===== config.mk =====
export PLATFORM = sky130hd
export DESIGN_NAME = vsw_isqrt
export DESIGN_NICKNAME = d
export VERILOG_FILES = /design/src/vsw_pkg.sv /design/src/vsw_isqrt.sv
export SDC_FILE = /design/constraint.sdc
export NUM_CORES = 1
export LEC_CHECK = 0
export BUFFER_PORTS_ARGS = -buffer_cell sky130_fd_sc_hd__buf_2
export CORE_ASPECT_RATIO = 0.5
export CORE_MARGIN = 5
export CORE_UTILIZATION = 60
export DETAILED_ROUTE_END_ITERATION = 6
export PLACE_DENSITY = 0.85
export SLEW_MARGIN = 20
export SYNTH_ARGS = -nofsm -noshare
export SYNTH_HDL_FRONTEND = slang
export SYNTH_SLANG_ARGS = --single-unit

===== constraint.sdc =====
create_clock -name i_clk -period 16.8 [get_ports i_clk]
set_input_delay 1.68 -clock i_clk [delete_from_list [all_inputs] [get_ports i_clk]]
set_output_delay 1.68 -clock i_clk [all_outputs]
set_load 0.03 [all_outputs]

===== src/vsw_pkg.sv =====
// Shared types and fixed-point constants of the voice stereo widener.
// No dependencies; used by the interfaces, the square root unit and the top level.
package vsw_pkg;

    // Configuration port
    localparam int CFG_IDX_W  = 2;
    localparam int CFG_DATA_W = 11;
    typedef logic [CFG_IDX_W-1:0]  t_cfg_idx;
    typedef logic [CFG_DATA_W-1:0] t_cfg_data;

    localparam t_cfg_idx CFG_WIDEN_ENABLE    = 2'd0;
    localparam t_cfg_idx CFG_AMOUNT_PERMILLE = 2'd1;
    localparam t_cfg_idx CFG_DELAY_SAMPLES   = 2'd2;

    localparam int PERMILLE_W = 10;
    localparam int DELAY_W    = 11;

    localparam logic [PERMILLE_W-1:0] PERMILLE_RESET = 10'd500;
    localparam logic [PERMILLE_W-1:0] PERMILLE_MAX   = 10'd1000;
    localparam logic [DELAY_W-1:0]    DELAY_RESET    = 11'd864;

    // Amount in Q0.16
    localparam int AMT_W = 16;
    typedef logic [AMT_W-1:0] t_amount;
    localparam t_amount AMT_MAX      = 16'hFFFF;
    localparam t_amount BYPASS_BELOW = 16'd7;

    // Target = round(p * 65536 / 1000) = floor((p * 8192 + 62) / 125)
    localparam int TGT_NUM_W  = 23;
    localparam int TGT_PROD_W = 47;
    localparam int TGT_Q_W    = 17;
    localparam int TGT_SHIFT  = 30;
    localparam logic [TGT_NUM_W-1:0] TGT_BIAS  = 23'd62;
    localparam logic [23:0]          TGT_RECIP = 24'd8589935;

    // Slew step = floor(|diff| / 960) = floor(floor(|diff| / 64) / 15)
    localparam int SLEW_PRE_SHIFT = 6;
    localparam int SLEW_HI_W      = AMT_W - SLEW_PRE_SHIFT;
    localparam int SLEW_PROD_W    = 23;
    localparam int SLEW_SHIFT     = 16;
    localparam int SLEW_Q_W       = 7;
    localparam logic [12:0] SLEW_RECIP = 13'd4370;

    // Square root of 2^32 - a^2
    localparam int RAD_W  = 33;
    localparam int ROOT_W = 17;
    localparam logic [RAD_W-1:0]  RAD_ONE  = 33'h1_0000_0000;
    localparam logic [ROOT_W-1:0] Q16_ONE  = 17'h1_0000;

    // Q16 rounding
    localparam int Q_SHIFT = 16;
    localparam logic [15:0] ROUND_HALF = 16'h8000;

endpackage


===== src/vsw_isqrt.sv =====
// Iterative integer square root, one result bit per cycle.
// Depends on vsw_pkg for operand widths.
module vsw_isqrt (
    input  logic                        i_clk,
    input  logic                        i_rst_n,
    input  logic                        i_start,
    input  logic [vsw_pkg::RAD_W-1:0]   i_radicand,
    output logic                        o_done,
    output logic [vsw_pkg::ROOT_W-1:0]  o_root
);
    localparam int RW = vsw_pkg::RAD_W;

    logic          r_busy;
    logic          r_done;
    logic [RW-1:0] r_x;
    logic [RW:0]   r_res;
    logic [RW-1:0] r_bit;

    logic [RW:0]   trial;
    logic          fits;

    // Trial subtract of the current bit
    always_comb begin
        trial = r_res + {1'b0, r_bit};
        fits  = ({1'b0, r_x} >= trial);
    end

    // Load on start, then shift the bit down two places per cycle
    always_ff @(posedge i_clk) begin
        if (!i_rst_n) begin
            r_busy <= 1'b0;
            r_done <= 1'b0;
        end else begin
            r_done <= 1'b0;
            if (i_start) begin
                r_x    <= i_radicand;
                r_res  <= '0;
                r_bit  <= vsw_pkg::RAD_ONE;
                r_busy <= 1'b1;
            end else if (r_busy) begin
                if (fits) begin
                    r_x   <= r_x - trial[RW-1:0];
                    r_res <= (r_res >> 1) + {1'b0, r_bit};
                end else begin
                    r_res <= r_res >> 1;
                end
                r_bit <= r_bit >> 2;
                if (r_bit == RW'(1)) begin
                    r_busy <= 1'b0;
                    r_done <= 1'b1;
                end
            end
        end
    end

    assign o_done = r_done;
    assign o_root = r_res[vsw_pkg::ROOT_W-1:0];

endmodule


* After elaboration in Yosys (flattened, before gate mapping)
Cells that the tools add are included.
** Cells by class
- Mux-type cells :: 10
- Add/sub/neg operators :: 3
- Equality and inequality tests :: 1
- Reduce and logical (&&, ||, !) cells :: 5
- Bitwise gates (word level) :: 2
- $lt $le $gt $ge :: 1
** Operators with widths (number)
- 33-bit two-way mux :: 4
- 34-bit two-way mux :: 2
- 33-bit by 33-bit adder with 34-bit output :: 1
- 34-bit by 33-bit adder with 34-bit output :: 1
- 33-bit by 34-bit greater-or-equal comparator with 1-bit output :: 1
- 33-bit subtractor :: 1
- 17-bit by 1-bit equality test with 1-bit output (second input constant) :: 1
- 1-bit two-way mux :: 4
- 2-bit nonzero test :: 2
- 3-bit AND reduction :: 1
- 3-bit OR reduction :: 1
- 1-bit inverter :: 2
- 2-bit AND reduction :: 1
** Word-level totals
- Register bits :: 86
- Bits of input ports :: 36

* Longest topological paths before layout
Gate-level depths: netlist (run 1).
- Word-level depth :: 5
- Mapped depth :: 22
- Mapped depth without buffers :: 21

* Least setup slack after synthesis (run 1)
No wires, ideal clock.
- Kind :: register to register
- Start :: register r_res[4]
- End :: register r_x[0], enable pin
- Required time :: 16.377 ns
- Period minus slack after synthesis :: 5.862 ns
- Path slack :: 10.938 ns
- Cell stages (with the launch flop) :: 20
- Arrival :: 5.439 ns
- Cells stage by stage :: edfxtp_1 > ha_1 > a21o_1 > a31oi_1 > a211oi_1 > o31a_1 > or3_1 > a21oi_1 > o21bai_1 > xnor2_1 > ha_1 > and3_1 > and4_1 > nand2_1 > a211oi_1 > a221oi_2 > a31oi_4 > buf_2 > nor2_1 > nor2_1
** Between the ends
- Longest elaborated chain between the ends :: 4
** Ends and longest elaborated chain
- from (decl) :: RTL line vsw_isqrt.sv:16 : logic [RW:0] r_res;
- from (signal assigned) :: RTL line vsw_isqrt.sv:43 : r_res <= (r_res >> 1) + {1'b0, r_bit};
- from (signal assigned) :: RTL line vsw_isqrt.sv:45 : r_res <= r_res >> 1;
- 34-bit by 33-bit adder with 34-bit output :: RTL line vsw_isqrt.sv:24 : trial = r_res + {1'b0, r_bit};
- 33-bit by 34-bit greater-or-equal comparator with 1-bit output :: RTL line vsw_isqrt.sv:25 : fits = ({1'b0, r_x} >= trial);
- 2-bit nonzero test (no line)
- 3-bit AND reduction (no line)
- to (signal assigned) :: RTL line vsw_isqrt.sv:36 : r_x <= i_radicand;
- to (signal assigned) :: RTL line vsw_isqrt.sv:42 : r_x <= r_x - trial[RW-1:0];
- to (decl) :: RTL line vsw_isqrt.sv:15 : logic [RW-1:0] r_x;
Every way passes these cells.
A chain may end at the register's enable or synchronous reset.

* Final worst setup path (run 1)
- Start :: register r_res[10]
- End :: register r_res[5] (data pin)
** Between the ends
- Longest elaborated chain between the ends :: 4
** Ends and longest elaborated chain
- 34-bit by 33-bit adder with 34-bit output :: RTL line vsw_isqrt.sv:24
- 33-bit by 34-bit greater-or-equal comparator with 1-bit output :: RTL line vsw_isqrt.sv:25
- 34-bit two-way mux :: RTL line vsw_isqrt.sv:41 : if (fits) begin
- 34-bit two-way mux :: RTL line vsw_isqrt.sv:40 : end else if (r_busy) begin
Every way passes these cells. The select of a mux whose other input is x is not followed.

==> flow_metrics.tcl, run 1 <==
set metrics [dict create \
    path_cells "ha_1 > nand2_1 > or3_1 > a211oi_1 > or3_1 > a31oi_1 > o21bai_1 > a21o_1 > a31oi_1 > xor2_1 > ha_1 > a21oi_1 > o21ai_0 > a311oi_1 > o2111ai_1 > a221oi_2 > a31oi_4 > buf_4 > nor2b_1 > xnor2_1 > nor2_1" \
    synthTopCellsByArea "edfxtp_1, ha_1, xor2_1" \
    worst_slew_pin_slew_ps 898 \
    regArea_mm2 0.00256 \
    cts_max_level 3 \
    ir_drop_v 0.0000482 \
    slew_viol_final 0 \
    hold_viol 0 \
    syn_nets 935 \
    tns_ps 0 \
    seq_area_frac_synth 0.341 \
    postPlaceCellArea_mm2 0.00778 \
    dr.pass1.iters 5 \
    final_util 0.669 \
    ant_nets 0 \
    timing.final.ws_setup_ps 11300 \
    worstSkewPairLatency_ps 340 \
    num_antenna_cells 0 \
    hp-start "r_busy$_SDFF_PN0_" \
    core.rowCount 28 \
    synth_commonest_cells "nand2_1, edfxtp_1, nor2_1" \
    intPower_w 0.000526 \
    crit_type "reg -> reg" \
    final_nets 966 \
    dp_hpwl_mm 12.5 \
    p_leak_nw 3.17 \
    io_pins 54 \
    finalCritPeriodShare 0.327 \
    vias_per_cell 6.17 \
    worst-r2r-cell-count 21 \
    drv_cap 0 \
    routabilityCongestion 0.955 \
    numCtsBuffers 9 \
    dr_total_vias 6354 \
    max_slew_margin 0.401 \
    drt_wl_total_mm 17.2 \
    switching_share 0.384 \
    drc 0 \
    reg2reg_slack_ps 11300 \
    synthArstFlopShare 0 \
    cp.arrival_ps 5570 \
    port_buffers 53 \
    post_cts_buffers 0 \
    drive_gt1_frac 0.106 \
    final_area_mm2 0.00804 \
    fp.dieH_um 89.1 \
    fmax_mhz 182 \
    status "finished clean" \
    synth-main-ff-cell "edfxtp_1" \
    multi_input_area_mm2 0.00465 \
    nFillCells 967 \
    grt_pass1_wl_mm 28.5 \
    core_mm2 0.0120 \
    post-route-min-period_ps 5500 \
    grt_util_all_layers 0.232 \
    cts-root-buf "clkbuf_16" \
    synth_edf_count 84 \
    grt_max_degree 73 \
    grt_pass1_vias 5903 \
    required_ps 16880 \
    r2r_start "r_res[10]$_SDFFCE_PP0P_" \
    rsz0062_at_grt "false" \
    power_w 0.000854 \
    slowest_stage "edfxtp_1" \
    pre_cts_ws_ps 11430 \
    dieArea_mm2 0.0150 \
    start_kind "register" \
    cts.hold.buffers_added 0 \
    p_sw_w 0.000328 \
    cts.sinks 86 \
    pwr-share-clk 0.211 \
    min_path_type "reg -> reg" \
    start_util 0.625 \
    wl_per_cell_um 16.7 \
    path_max_fanout 44 \
    synth_top_cell_by_area "edfxtp_1" \
    cp-endpoint "r_res[5]$_SDFFCE_PP0P_" \
    cts.repair.resized 0 \
    critPathMaxStageDelay_ps 490 \
    end_kind "register" \
    yosysUniqueCellTypes 71 \
    setup.worst_path.start "r_res[10]$_SDFFCE_PP0P_" \
    overflow 0 \
    ys_seq_elements 86 \
    netlist_area_mm2 0.00750 \
    power_density_mw_per_mm2 106 \
    postSynthAreaPerCell_um2 9.05 \
    p_seq_frac 0.344 \
    yosys_warnings 0 \
    cts_tree "built" \
    clk_pin_slew_ps 60 \
    clock_skew_ps 7.67 \
    syn2layout_area_growth_pct 7.14 \
    synth_top_area_share 0.336 \
    r2r_end "r_res[5]$_SDFFCE_PP0P_" \
    yosysMostFrequentCell "nand2_1" \
    synth_cells 829 \
    die_w_um 168 \
    drt_iter0_markers 645 \
    comb_power_share 0.445 \
    clockBufferDepth 2 \
    setup-violations-final 0 \
    antenna_found_initial 0 \
]
[critical path, delay by kind of cell (launching register included)]
kind	cells	cell delay, ps
AND/OR/NAND/NOR	5	1000
XOR/XNOR	2	320
flip-flops	1	490
buffers and inverters	1	300
adder cells (fa/ha/maj)	2	760
AO/OA/AOI/OAI	11	2340
[sequential cells by signal, indices dropped and copies added (netlist names)]
register,flops
o_done,1
r_bit,17
r_busy,1
r_res,34
r_x,33
[worst min path at each step]
| stage | end | slack [ps] | cells after the start |
|---|---|---|---|
| final | o_done$_SDFF_PP0_ | 500 | 1 |
| after global placement | o_done$_SDFF_PP0_ | 500 | 1 |
| after CTS | o_done$_SDFF_PP0_ | 510 | 1 |
| after global routing | o_done$_SDFF_PP0_ | 520 | 1 |
| after detailed placement | o_done$_SDFF_PP0_ | 500 | 1 |
| after floorplan | o_done$_SDFF_PP0_ | 450 | 1 |
[cell type report]
| class | count | share of cell area |
|---|---|---|
| Clock buffer | 9 | 0.0280 |
| Clock inverter | 6 | 0.00373 |
| Inverter | 21 | 0.00996 |
| Multi-Input combinational cell | 686 | 0.578 |
| Sequential cell | 86 | 0.319 |
| Tap cell | 165 | 0.0257 |
| Timing Repair Buffer | 56 | 0.0361 |
[power groups by stage]
stage	registers (W)	clock network (W)	logic [W]
floorplan	0.000290	0	0.000311
global placement	0.000297	0	0.000363
detailed placement	0.000298	0	0.000373
CTS	0.000293	0.000182	0.000376
global route	0.000297	0.000193	0.000424
finish	0.000294	0.000180	0.000380
[routing by layer]
layer	routed length [um]	GRT usage	up-vias
met5	0	0	-
li1	-	-	3134
met3	1050	0.0451	19
met2	7940	0.398	201
met1	8030	0.310	3000
met4	154	0.0582	0
[placed cells by master, fill, tap and decap left out, types with 4 or more instances in the layout]
master,instances
xnor2_1,37
nor4_1,7
clkinv_1,4
nor2b_1,31
inv_1,20
o21a_1,6
clkbuf_16,9
nand2_1,91
nand4_1,11
mux2i_1,9
nor3_1,14
nand3_1,10
edfxtp_1,84
o21ai_0,57
and3_1,6
a31oi_1,24
o31ai_1,5
nand2b_1,6
buf_2,52
a31o_2,7
ha_1,69
a21oi_1,48
a211oi_1,19
o31a_1,4
o21ai_1,7
o21bai_1,13
a21o_1,23
buf_4,4
nor2_1,79
xor2_1,45
[logic make-up (layout without fill, tap and decap cells)]
logic type | Yosys count | in the layout | share of synthesized area
adder cells (fa/ha/maj) | 70 | 70 | 0.118
XOR/XNOR | 82 | 82 | 0.0957
flip-flops | 86 | 86 | 0.341
AO/OA/AOI/OAI | 243 | 243 | 0.212
multiplexers | 10 | 10 | 0.0135
AND/OR/NAND/NOR | 281 | 281 | 0.180
buffers and inverters | 57 | 92 | 0.0398
[per-stage QoR]
step           hold slack, ps  cells
2_1_floorplan             447    829
3_3_place_gp              495   1014
3_5_place_dp              497   1014
4_1_cts                   506   1029
5_1_grt                   516   1029
6_report                  501   1029
Note: power is estimated with default switching activity, not from simulation.
==> run 2, diff against run 1 <==
--- a/config.mk
+++ b/config.mk
@@ -5,6 +5,7 @@
 export SDC_FILE = /design/constraint.sdc
 export NUM_CORES = 1
 export LEC_CHECK = 0
+export ABC_AREA = 1
 export BUFFER_PORTS_ARGS = -buffer_cell sky130_fd_sc_hd__buf_2
 export CORE_ASPECT_RATIO = 0.5
 export CORE_MARGIN = 5
==> constraint.sdc (replaced) <==
create_clock -name i_clk -period 5.3 [get_ports i_clk]
set_input_delay 0.53 -clock i_clk [delete_from_list [all_inputs] [get_ports i_clk]]
set_output_delay 0.53 -clock i_clk [all_outputs]
set_load 0.03 [all_outputs]
==> flow_metrics.tcl, run 2 <==
set metrics [dict create \
    status "finished clean" \
    synth_top_cell_by_area "edfxtp_1" \
    core.rowCount 31 \
    syn_nets 1371 \
    wl_met1_mm 11.5 \
    numCtsBuffers 9 \
    path_max_fanout 36 \
    drive_gt1_frac 0.103 \
    io_pins 54 \
    cts.sinks 86 \
    clk_pin_slew_ps 70 \
    post-route-min-period_ps 4900 \
    setup-violations-final 0 \
    finalCritPeriodShare 0.925 \
    largest_register "r_res" \
    hold_viol 0 \
    synthTopCellsByArea "edfxtp_1, nand2_1, ha_1" \
    wl_per_cell_um 17.0 \
    dr.pass1.iters 6 \
    clock_skew_ps 10.2 \
    cts-root-buf "clkbuf_16" \
    port_buffers 53 \
    worstSkewPairLatency_ps 350 \
    wl_met3_mm 2.68 \
    fmax_mhz 204 \
    drt_iter0_markers 1407 \
    start_kind "register" \
    synth-main-ff-cell "edfxtp_1" \
    placed_cells 1483 \
    netlist_area_mm2 0.00883 \
    syn2layout_area_growth_pct 6.83 \
    rsz0062_at_grt "false" \
    synth_top_area_share 0.286 \
    crit_type "reg -> reg" \
    stdcell_count 1499 \
    reg2reg_slack_ps 400 \
    overflow 0 \
    slew_viol_final 0 \
    cts_max_level 3 \
    ys_seq_elements 86 \
    dp_hpwl_mm 20.1 \
    drv_cap 0 \
    die_w_um 182 \
    final_util 0.654 \
    cts_tree "built" \
    yosysMostFrequentCell "nand2_1" \
    seq_area_frac_synth 0.290 \
    worst_slew_pin_slew_ps 887 \
    drc 0 \
    yosys_warnings 0 \
    grt_pass1_vias 8052 \
    largest_reg_flops 34 \
    required_ps 5320 \
    routabilityCongestion 1.06 \
    synth_edf_count 84 \
    yosysUniqueCellTypes 47 \
    cp.arrival_ps 4920 \
    antenna_found_initial 0 \
    dieArea_mm2 0.0174 \
    max_slew_margin 0.408 \
    fp.dieH_um 95.8 \
    grt_util_all_layers 0.296 \
    power_density_mw_per_mm2 312 \
    synthArstFlopShare 0 \
    mostFrequentLayoutCell "nand2_1" \
    synth_cells 1265 \
    grt_pass1_wl_mm 41.3 \
    cts.hold.buffers_added 0 \
    ant_nets 0 \
    end_kind "register" \
    start_util 0.612 \
    num_antenna_cells 0 \
    top_layer_used "met4" \
    drt_wl_total_mm 25.5 \
    tns_ps 0 \
    min_path_type "in -> reg" \
    vias_per_cell 5.83 \
    route.met2.wl_mm 10.9 \
    final_nets 1402 \
    layout_top_registers "r_res x34, r_x x33, r_bit x17" \
    postSynthAreaPerCell_um2 6.98 \
    p_leak_nw 4.40 \
    synth_commonest_cells "nand2_1, inv_1, nor2_1" \
    dr_total_vias 8733 \
    core_mm2 0.0144 \
    ir_drop_v 0.000164 \
    clockBufferDepth 2 \
    grt_max_degree 54 \
    layout_common_cells "nand2_1, inv_1, nor2_1, nand3_1, edfxtp_1" \
]
run 2: timing repair:
item | CTS | global route
buffers inserted | 0 | 0
resized for setup | 0 | 1
endpoints found under the setup margin | 0 | 33
run 2: cell families after synthesis:
group,count (synthesis),synth area share
simple gates,639,0.314
compound gates,208,0.133
xor+xnor,66,0.0655
fa+ha+maj,70,0.100
mux,1,0.00128
buf+inv,195,0.0959
flops,86,0.290
run 2: through the flow:
| stage | hold slack, ps | instance area (um^2) | setup WS [ps] | total power, W |
|---|---|---|---|---|
| after CTS | 438 | 9430 | 390 | 0.00291 |
| final | 448 | 9430 | 398 | 0.00295 |
| after detailed placement | 514 | 9150 | 437 | 0.00229 |
| after global routing | 464 | 9430 | 50.9 | 0.00314 |
| after global placement | 513 | 9150 | 569 | 0.00226 |
| after floorplan | 423 | 8830 | 410 | 0.00198 |
run 2: critical path, stage by stage, from the launching register on:
cell      delay [ps]
edfxtp_1         550
ha_1             490
nand3_1          110
nand2_1          110
nand2_1           80
o21ai_0          320
a21oi_1          180
o21ai_0          250
xnor2_1          140
ha_1             400
nand2_1          120
o21ai_0          280
nand2_1           90
nand2_1           80
a21oi_1           60
nand2_1          140
nand3_4          250
nand2_8          320
o21ai_0          140
inv_1            120
buf_6            300
run 2: where the power goes:
part           switching, W  leakage [nW]  internal (W)
Sequential        0.0000832         0.826      0.000851
Clock              0.000295         0.139      0.000325
Combinational      0.000913          3.43      0.000479
run 2: path summary, 6_finish.rpt:
| path | start | endpoint | cells past startpoint |
|---|---|---|---|
| worst max-delay path | r_res[8]$_SDFFCE_PP0P_ | r_x[21]$_DFFE_PP_ | 20 |
| worst min-delay path | i_radicand[3] | r_x[3]$_DFFE_PP_ | 3 |
| worst max register to register | r_res[8]$_SDFFCE_PP0P_ | r_x[21]$_DFFE_PP_ | 20 |
| worst min register to register | r_busy$_SDFF_PN0_ | o_done$_SDFF_PP0_ | 2 |
run 2: final cells by class:
class,count,area (um^2)
clock inverter,7,55.1
tap,198,248
sequential,86,2560
inverter,153,574
timing repair buffer,62,337
clock buffer,9,225
fill,1343,4990
multi-input combinational,984,5430
run 2: layer usage:
| layer | global-route usage | up-vias |
|---|---|---|
| met1 | 0.434 | 3922 |
| li1 | - | 4257 |
| met5 | 0 | - |
| met4 | 0.0730 | 0 |
| met2 | 0.462 | 507 |
| met3 | 0.0442 | 47 |
